$ cat src/rtl/f2ieee_pkg.sv
// ---------------------------------------------------------------------------
// f2ieee_pkg: shared constants and types
// Widths, scaling coefficients and exponent limits for the fixed-point to
// single-precision converter.
// ---------------------------------------------------------------------------
package f2ieee_pkg;

  localparam int WORD_W = 32;   // integer and fraction words, result word
  localparam int MANT_W = 28;   // working mantissa, leading one at bit 27
  localparam int COEF_W = 32;   // multiplier coefficient width
  localparam int PROD_W = MANT_W + COEF_W;
  localparam int BEXP_W = 10;
  localparam int DEXP_W = 10;
  localparam int EXP_W  = 14;   // working exponent, signed

  // m * 10 for a multiply step; (m * RECIP10) >> 35 gives floor(m / 10)
  localparam logic [COEF_W-1:0] TEN     = 32'd10;
  localparam logic [COEF_W-1:0] RECIP10 = 32'hCCCC_CCCD;
  localparam int                QUO_LSB = 35;
  localparam int                QUO_W   = MANT_W - 3;  // 28-bit value / 10 < 2^25

  localparam int EXP_ADJ  = 22;
  localparam int EXP_BIAS = 128;
  // the final 24-bit normalization is always four right shifts
  localparam int EXP_FINAL_OFS = EXP_ADJ + 4 + EXP_BIAS;

  localparam logic signed [EXP_W-1:0] EXP_MIN = 14'sd1;
  localparam logic signed [EXP_W-1:0] EXP_MAX = 14'sd254;

  localparam logic [WORD_W-1:0] FLOAT_INF  = 32'h7F80_0000;
  localparam logic [WORD_W-1:0] FLOAT_ZERO = 32'h0000_0000;

  typedef struct packed {
    logic en;    // capture a new product
    logic div;   // reciprocal of ten instead of ten
  } mul_ctrl_t;

endpackage

$ cat src/rtl/f2ieee_mul_unit.sv
// ---------------------------------------------------------------------------
// f2ieee_mul_unit: shared scale-by-ten multiplier
// Multiplies the working mantissa by ten or by the fixed-point reciprocal of
// ten and registers the full product.
// ---------------------------------------------------------------------------
module f2ieee_mul_unit import f2ieee_pkg::*; (
  input  logic              clk,
  input  mul_ctrl_t         ctrl,
  input  logic [MANT_W-1:0] mant,
  output logic [PROD_W-1:0] prod_r
);

  logic [COEF_W-1:0] coef;
  logic [PROD_W-1:0] prod_nxt;

  assign coef     = ctrl.div ? RECIP10 : TEN;
  assign prod_nxt = PROD_W'(mant) * PROD_W'(coef);

  always_ff @(posedge clk) begin
    if (ctrl.en) begin
      prod_r <= prod_nxt;
    end
  end

endmodule

$ cat src/rtl/fixed_to_ieee_single_convert_core.sv
// ---------------------------------------------------------------------------
// fixed_to_ieee_single_convert_core: 32.32 fixed point to IEEE single
// Scales a fixed-point magnitude by a power of ten and packs it as an
// unsigned, truncated single-precision word with a range flag.
// ---------------------------------------------------------------------------
// Usage:
//   Input channel (in_valid / in_stall) carries one transaction: integer and
//   fraction words, binary exponent and signed decimal exponent. The block
//   holds in_stall high while it works on a transaction and drops it again
//   once the result has been loaded into the output register.
//   Output channel (out_valid / out_stall) carries float_bits and range_flag.
//   The output register holds its transaction while out_stall is high; a new
//   input is accepted meanwhile, and its result waits in the sequencer until
//   the output register is free.
//   Steps: a zero magnitude goes from accept straight to the pack step. Otherwise
//   an accept, up to 4 right shifts, up to 59 fraction pulls (one bit per
//   cycle), the exits from the two normalize steps, then per unit of
//   |dec_exp| a launch, the product, 3 to 4 one-bit renormalizing shifts and
//   two normalize exits, then a final scale check and a pack step. The
//   one-bit shifter and the single shared multiplier set this sequence.
//   Reset (rst_n low, synchronous) returns the sequencer to idle and empties
//   the output register.
// ---------------------------------------------------------------------------
module fixed_to_ieee_single_convert_core import f2ieee_pkg::*; (
  input  logic                     clk,
  input  logic                     rst_n,
  input  logic                     in_valid,
  output logic                     in_stall,
  input  logic [WORD_W-1:0]        in_int_part,
  input  logic [WORD_W-1:0]        in_frac_part,
  input  logic [BEXP_W-1:0]        in_bin_exp,
  input  logic signed [DEXP_W-1:0] in_dec_exp,
  output logic                     out_valid,
  input  logic                     out_stall,
  output logic [WORD_W-1:0]        out_float_bits,
  output logic                     out_range_flag
);

  localparam logic [2:0] ST_IDLE   = 3'd0;
  localparam logic [2:0] ST_NORM_R = 3'd1;
  localparam logic [2:0] ST_NORM_L = 3'd2;
  localparam logic [2:0] ST_SCALE  = 3'd3;
  localparam logic [2:0] ST_MUL    = 3'd4;
  localparam logic [2:0] ST_PACK   = 3'd5;

  logic [2:0]               state_r, state_nxt;
  logic [WORD_W-1:0]        m_r, m_nxt;
  logic [WORD_W-1:0]        f_r, f_nxt;
  logic signed [EXP_W-1:0]  e_r, e_nxt;
  logic signed [DEXP_W-1:0] d_r, d_nxt;
  logic                     zero_r, zero_nxt;
  logic                     div_r, div_nxt;
  logic                     out_valid_r, out_valid_nxt;
  logic [WORD_W-1:0]        out_bits_r, out_bits_nxt;
  logic                     out_flag_r, out_flag_nxt;

  mul_ctrl_t                mul_ctrl;
  logic [PROD_W-1:0]        prod_r;
  logic signed [EXP_W-1:0]  exp_final;
  logic                     in_fire;
  logic                     out_free;

  f2ieee_mul_unit u_mul (
    .clk    (clk),
    .ctrl   (mul_ctrl),
    .mant   (m_r[MANT_W-1:0]),
    .prod_r (prod_r)
  );

  assign in_stall  = (state_r != ST_IDLE);
  assign in_fire   = in_valid && !in_stall;
  assign out_free  = !out_valid_r || !out_stall;
  assign exp_final = e_r + EXP_W'(EXP_FINAL_OFS);

  always_comb begin
    state_nxt     = state_r;
    m_nxt         = m_r;
    f_nxt         = f_r;
    e_nxt         = e_r;
    d_nxt         = d_r;
    zero_nxt      = zero_r;
    div_nxt       = div_r;
    out_valid_nxt = out_valid_r && out_stall;
    out_bits_nxt  = out_bits_r;
    out_flag_nxt  = out_flag_r;
    mul_ctrl      = '0;

    case (state_r)
      ST_IDLE: begin
        if (in_fire) begin
          m_nxt    = in_int_part;
          f_nxt    = in_frac_part;
          e_nxt    = EXP_W'(in_bin_exp);
          d_nxt    = in_dec_exp;
          zero_nxt = (in_int_part == '0) && (in_frac_part == '0);
          state_nxt = zero_nxt ? ST_PACK : ST_NORM_R;
        end
      end
      ST_NORM_R: begin
        // drop low bits until nothing sits above bit 27
        if (m_r[WORD_W-1:MANT_W] != '0) begin
          m_nxt = {1'b0, m_r[WORD_W-1:1]};
          e_nxt = e_r + EXP_W'(1);
        end else begin
          state_nxt = ST_NORM_L;
        end
      end
      ST_NORM_L: begin
        // pull fraction bits up until the leading one reaches bit 27
        if (!m_r[MANT_W-1]) begin
          m_nxt = {m_r[WORD_W-2:0], f_r[WORD_W-1]};
          f_nxt = {f_r[WORD_W-2:0], 1'b0};
          e_nxt = e_r - EXP_W'(1);
        end else begin
          state_nxt = ST_SCALE;
        end
      end
      ST_SCALE: begin
        if (!d_r[DEXP_W-1] && (d_r != '0)) begin
          mul_ctrl.en  = 1'b1;
          mul_ctrl.div = 1'b0;
          div_nxt      = 1'b0;
          d_nxt        = d_r - DEXP_W'(1);
          state_nxt    = ST_MUL;
        end else if (d_r[DEXP_W-1]) begin
          mul_ctrl.en  = 1'b1;
          mul_ctrl.div = 1'b1;
          div_nxt      = 1'b1;
          d_nxt        = d_r + DEXP_W'(1);
          state_nxt    = ST_MUL;
        end else begin
          state_nxt = ST_PACK;
        end
      end
      ST_MUL: begin
        if (div_r) begin
          m_nxt = WORD_W'(prod_r[QUO_LSB +: QUO_W]);
          // fraction is spent by now; renormalize shifts in zeros
          f_nxt = '0;
        end else begin
          m_nxt = prod_r[WORD_W-1:0];
        end
        state_nxt = ST_NORM_R;
      end
      ST_PACK: begin
        if (out_free) begin
          out_valid_nxt = 1'b1;
          if (zero_r) begin
            out_bits_nxt = FLOAT_ZERO;
            out_flag_nxt = 1'b0;
          end else if (exp_final < EXP_MIN) begin
            out_bits_nxt = FLOAT_ZERO;
            out_flag_nxt = 1'b1;
          end else if (exp_final > EXP_MAX) begin
            out_bits_nxt = FLOAT_INF;
            out_flag_nxt = 1'b1;
          end else begin
            out_bits_nxt = {1'b0, exp_final[7:0], m_r[MANT_W-2:4]};
            out_flag_nxt = 1'b0;
          end
          state_nxt = ST_IDLE;
        end
      end
      default: begin
        state_nxt = ST_IDLE;
      end
    endcase
  end

  always_ff @(posedge clk) begin
    if (!rst_n) begin
      state_r     <= ST_IDLE;
      out_valid_r <= 1'b0;
    end else begin
      state_r     <= state_nxt;
      out_valid_r <= out_valid_nxt;
    end
  end

  always_ff @(posedge clk) begin
    m_r        <= m_nxt;
    f_r        <= f_nxt;
    e_r        <= e_nxt;
    d_r        <= d_nxt;
    zero_r     <= zero_nxt;
    div_r      <= div_nxt;
    out_bits_r <= out_bits_nxt;
    out_flag_r <= out_flag_nxt;
  end

  assign out_valid      = out_valid_r;
  assign out_float_bits = out_bits_r;
  assign out_range_flag = out_flag_r;

`ifndef SYNTHESIS
  // the multiplier is only launched on a normalized 28-bit mantissa
  a_scale_normalized: assert property (@(posedge clk) disable iff (!rst_n)
    (state_r == ST_SCALE) |-> (m_r[MANT_W-1] && (m_r[WORD_W-1:MANT_W] == '0)))
    else $error("mantissa not normalized at scale step");

  a_busy_after_accept: assert property (@(posedge clk) disable iff (!rst_n)
    in_fire |=> in_stall)
    else $error("block not busy after accepting a transaction");

  a_out_from_pack: assert property (@(posedge clk) disable iff (!rst_n)
    $rose(out_valid_r) |-> $past(state_r == ST_PACK))
    else $error("output loaded outside pack step");

  a_scale_done_in_range: assert property (@(posedge clk) disable iff (!rst_n)
    (state_r == ST_MUL) |=> (state_r == ST_NORM_R))
    else $error("product step did not return to renormalize");
`endif

endmodule

$ cat config.mk
export PLATFORM = sky130hd
export DESIGN_NAME = fixed_to_ieee_single_convert_core
export DESIGN_NICKNAME = d
export VERILOG_FILES = /design/src/rtl/f2ieee_pkg.sv /design/src/rtl/f2ieee_mul_unit.sv /design/src/rtl/fixed_to_ieee_single_convert_core.sv
export SDC_FILE = /design/constraint.sdc
export NUM_CORES = 1
export LEC_CHECK = 0
export ABC_AREA = 1
export BUFFER_PORTS_ARGS = -buffer_cell sky130_fd_sc_hd__buf_2
export CORE_ASPECT_RATIO = 0.7
export CORE_MARGIN = 4
export CORE_UTILIZATION = 35
export CTS_CLUSTER_DIAMETER = 30
export CTS_CLUSTER_SIZE = 25
export DETAILED_ROUTE_END_ITERATION = 16
export GPL_ROUTABILITY_DRIVEN = 0
export HOLD_SLACK_MARGIN = 0.1
export PLACE_DENSITY = 0.61
export SYNTH_ARGS = -nofsm -noshare
export SYNTH_HDL_FRONTEND = slang
export SYNTH_HIERARCHICAL = 1
export SYNTH_SLANG_ARGS = --single-unit
$ cat constraint.sdc
create_clock -name clk -period 17.5 [get_ports clk]
set_input_delay 5.25 -clock clk [delete_from_list [all_inputs] [get_ports clk]]
set_output_delay 5.25 -clock clk [all_outputs]
set_load 0.01 [all_outputs]
# Yosys cells after proc, flatten, opt, wreduce, memory -nomap -nowiden
# Index checks and enable logic that the tools add are counted.
dict set report op_classes {
  n_addsub 5
  muxes 35
  mul 1
  order_cmp 2
  reduce_logical 32
  eq_ne 13
}
# cell n
set op_table {}
lappend op_table {{$mux 32} 8}
lappend op_table {{$pmux 32 s4} 1}
lappend op_table {{$pmux 32 s3} 1}
lappend op_table {{$logic_not 32->1} 2}
lappend op_table {{$mul 28x32->60} 1}
lappend op_table {{$mux 14} 3}
lappend op_table {{$pmux 14 s3} 1}
lappend op_table {{$mux 31} 1}
lappend op_table {{$mux 10} 3}
lappend op_table {{$pmux 10 s2} 1}
lappend op_table {{$pmux 3 s6} 1}
lappend op_table {{$reduce_and 4->1} 4}
lappend op_table {{$mux 3} 5}
lappend op_table {{$add 14x2->14 const B} 1}
lappend op_table {{$add 14x9->14 const B} 1}
lappend op_table {{$gt 14x9->1 const B} 1}
lappend op_table {{$lt 14x2->1 const B} 1}
lappend op_table {{$ne 2x2->1 const B} 7}
lappend op_table {{$sub 14x2->14 const B} 1}
lappend op_table {{$add 10x2->10 const B} 1}
lappend op_table {{$reduce_bool 10->1} 1}
lappend op_table {{$sub 10x2->10 const B} 1}
lappend op_table {{$reduce_bool 3->1} 3}
lappend op_table {{$reduce_and 2->1} 4}
lappend op_table {{15 further kinds} 34}
dict set report totals {
  regBits 187
  inputBits 88
  output_inout_bits 35
  wordCells 102
}

# Longest topological paths before layout
dict set report depth {
  ltp_word 6
  depth_mapped 37
  depth_no_buf 34
}

# Cells and area by module
# The synthesis kept the hierarchy.
# mod n_inst cells_each area_each_um2 seq_area_each_um2
set by_module_without_submodules {}
lappend by_module_without_submodules {f2ieee_mul_unit 1 2182 16744.8 1801.7}
lappend by_module_without_submodules {fixed_to_ieee_single_convert_core 1 916 7599.8 3743.6}

# Least setup slack after synthesis
# No wires, ideal clock.
dict set report synth_timing {
  path_kind {input to register}
  startpoint {input port in_valid}
  endpoint {register f_r[0], enable pin}
  setup_time_ps 470
  required_time_ps 17030
  stages 2
  t_arrival_ps 7764
  n_path_buf 0
  path_slack_ps 9266
  cell_sequence {o22ai_1 a211oi_1}
}
dict set report synth_between {
  elab_chain_len 3
}
# item line_no
set synth_lines {}
lappend synth_lines {{from (decl)} fixed_to_ieee_single_convert_core.sv:27} ;# input logic in_valid,
lappend synth_lines {{$logic_and 1x1->1} fixed_to_ieee_single_convert_core.sv:71} ;# assign in_fire = in_valid && !in_stall;
lappend synth_lines {{$ne 2x2->1 (no line)} n/a}
lappend synth_lines {{$reduce_and 4->1 (no line)} n/a}
lappend synth_lines {{to (signal assigned)} fixed_to_ieee_single_convert_core.sv:182} ;# f_r <= f_nxt;
lappend synth_lines {{to (decl)} fixed_to_ieee_single_convert_core.sv:48} ;# logic [WORD_W-1:0] f_r, f_nxt;
# Every way passes these cells.
# A chain may end at the register's enable or synchronous reset.

==> flow_summary.ini <==
[clock_network]
clk_pin_slew_worst_paths_ps = 80
root_buffer = clkbuf_16
cts-htree-levels = 4
numClockSinks = 183
clk_path_buf_depth = 2
cts_tree = built
post_cts_buffers = 0
cts_hold_buf = 0
clock_latency_ps = 470
cts_buffers = 17
cts-resized-gates = 0

[placed_design]
dp_hpwl_um = 65600
io_buffers = 121
placed_area_mm2 = 0.0259
post-place-ws_ps = 9150

[global_routing]
use_met2_pct = 25.8
grt_max_degree = 60
gr-usage-met1_pct = 32.8
overflow = 0
antenna_found_initial = 1
grt_pass1_wl_um = 114000
track_usage_pct = 20.5
grtUsageMet3_pct = 7.76
grt.busiest_layer = met1
grt_pass1_vias = 18600

[yosys]
synth_area_mm2 = 0.0242
synthCells = 3083
ys.warnings.count = 6
syn-mean-instance-area_um2 = 7.85

[final_layout]
area_growth_pct = 9.31
drive_gt1_share_pct = 8.62
final_cell_mix = inv_1, nand2_1, ha_1
stdcell_area_mm2 = 0.0264
nNetsFinal = 3811

[floorplan]
core_area_mm2 = 0.0683
die_h_um = 228
num_io_pins = 123
start_util_pct = 35.4
die_w_um = 322
die_area_mm2 = 0.0735
placementRows = 80

[min_path]
hp-class = register to register

[routing]
ant_nets = 0
drcViolationCount = 0
first_iter_violations = 2166
vias = 19600
dr.pass1.iters = 6
wirelength_um = 75200
vias_per_cell = 4.77
wl_per_cell_um = 18.3

[timing]
fmax_mhz = 119
rsz0062_at_grt = false
timing.final.crit_period_ps = 8410
finalSetupViolations = 0
timing.hold.ws_ps = 492
fin_crit_sh_pct = 48.0
setup_tns_ps = 0
tightest_slew_ps = 1210
setup_ws_ps = 9090
finalHoldViolCount = 0
fin_skew_ps = 17.8
slew_headroom_pct = 19.0
slew_violations = 0

[critical_path]
reg2reg_to = u_mul/prod_r[48]
reg2reg_depth = 31
cp_data_arrival_time_ps = 8610
worstSetupEndpoint = u_mul/prod_r[48]
cp-startpoint = state_r[0]
slowest_stage = fa_1
slowest_delay_ps = 700
r2r_start = state_r[0]
cpMostUsedCell = nand2_1
critPathRequiredTime_ps = 17710
critPathLaunchType = register
rrSetupSlack_ps = 9090
worstSetupEndpointType = register
path_max_fanout = 37
crit_type = register to register

[run_status]
run_status = completed

[power]
power_density_mw_per_mm2 = 194
total_leakage_power_nw = 14.4
ir_drop_v = 0.000138
finalPower_mw = 5.13

[flow_run]
max_cap_violations = 0
worst min path at each step:
stage / from / end / slack, ps / depth (start not counted)
2_1_floorplan: f_r[9] / f_r[10] / 490 / 2
3_3_place_gp: out_valid / out_valid / 480 / 2
3_5_place_dp: out_valid / out_valid / 480 / 2
4_1_cts: out_valid / out_valid / 490 / 2
5_1_grt: out_valid / out_valid / 520 / 2
6_report: out_valid / out_valid / 490 / 2
per-stage QoR:
stage | std cells | util (%)
after global routing | 4105 | 38.7
after detailed placement | 4073 | 37.9
after CTS | 4105 | 38.7
after global placement | 4073 | 37.9
final | 4106 | 38.7
after floorplan | 3088 | -
per-layer routing:
metal	up-vias	share of wire, %
met5	-	0.0067
met4	2	1.2
met3	50	13
met2	819	37
met1	9158	49
li1	9556	-
sequential cells by signal, summed over array words and instances (netlist names):
| name | flops |
|---|---|
| e_r | 14 |
| m_r | 32 |
| out_valid | 1 |
| out_range_flag | 1 |
| state_r | 3 |
| out_float_bits | 31 |
| f_r | 32 |
| u_mul/prod_r | 57 |
| d_r | 10 |
| zero_r | 1 |
| div_r | 1 |
report_power, final:
| part | switching (mW) | internal, mW |
|---|---|---|
| sequential | 0.126 | 0.786 |
| combinational | 2.59 | 1.24 |
| clock | 0.192 | 0.201 |
cell type report:
cell class	instances	area (um^2)
antenna	1	2.50
clock buffer	18	429
clock inverter	14	139
fill	7103	41800
inverter	842	3160
multi-input combinational	2012	15400
sequential	183	5460
tap	902	1130
timing repair buffer	134	703
critical path: cells and delay by family, from the launching register on:
| family | cells | cell delay (ps) |
|---|---|---|
| adders and majority gates | 7 | 3940 |
| and+or+nand+nor | 15 | 2390 |
| buffers and inverters | 8 | 1250 |
| DFF | 1 | 380 |
| AOI/OAI and AO/OA | 1 | 170 |
Power figures use the tool's default switching activity.
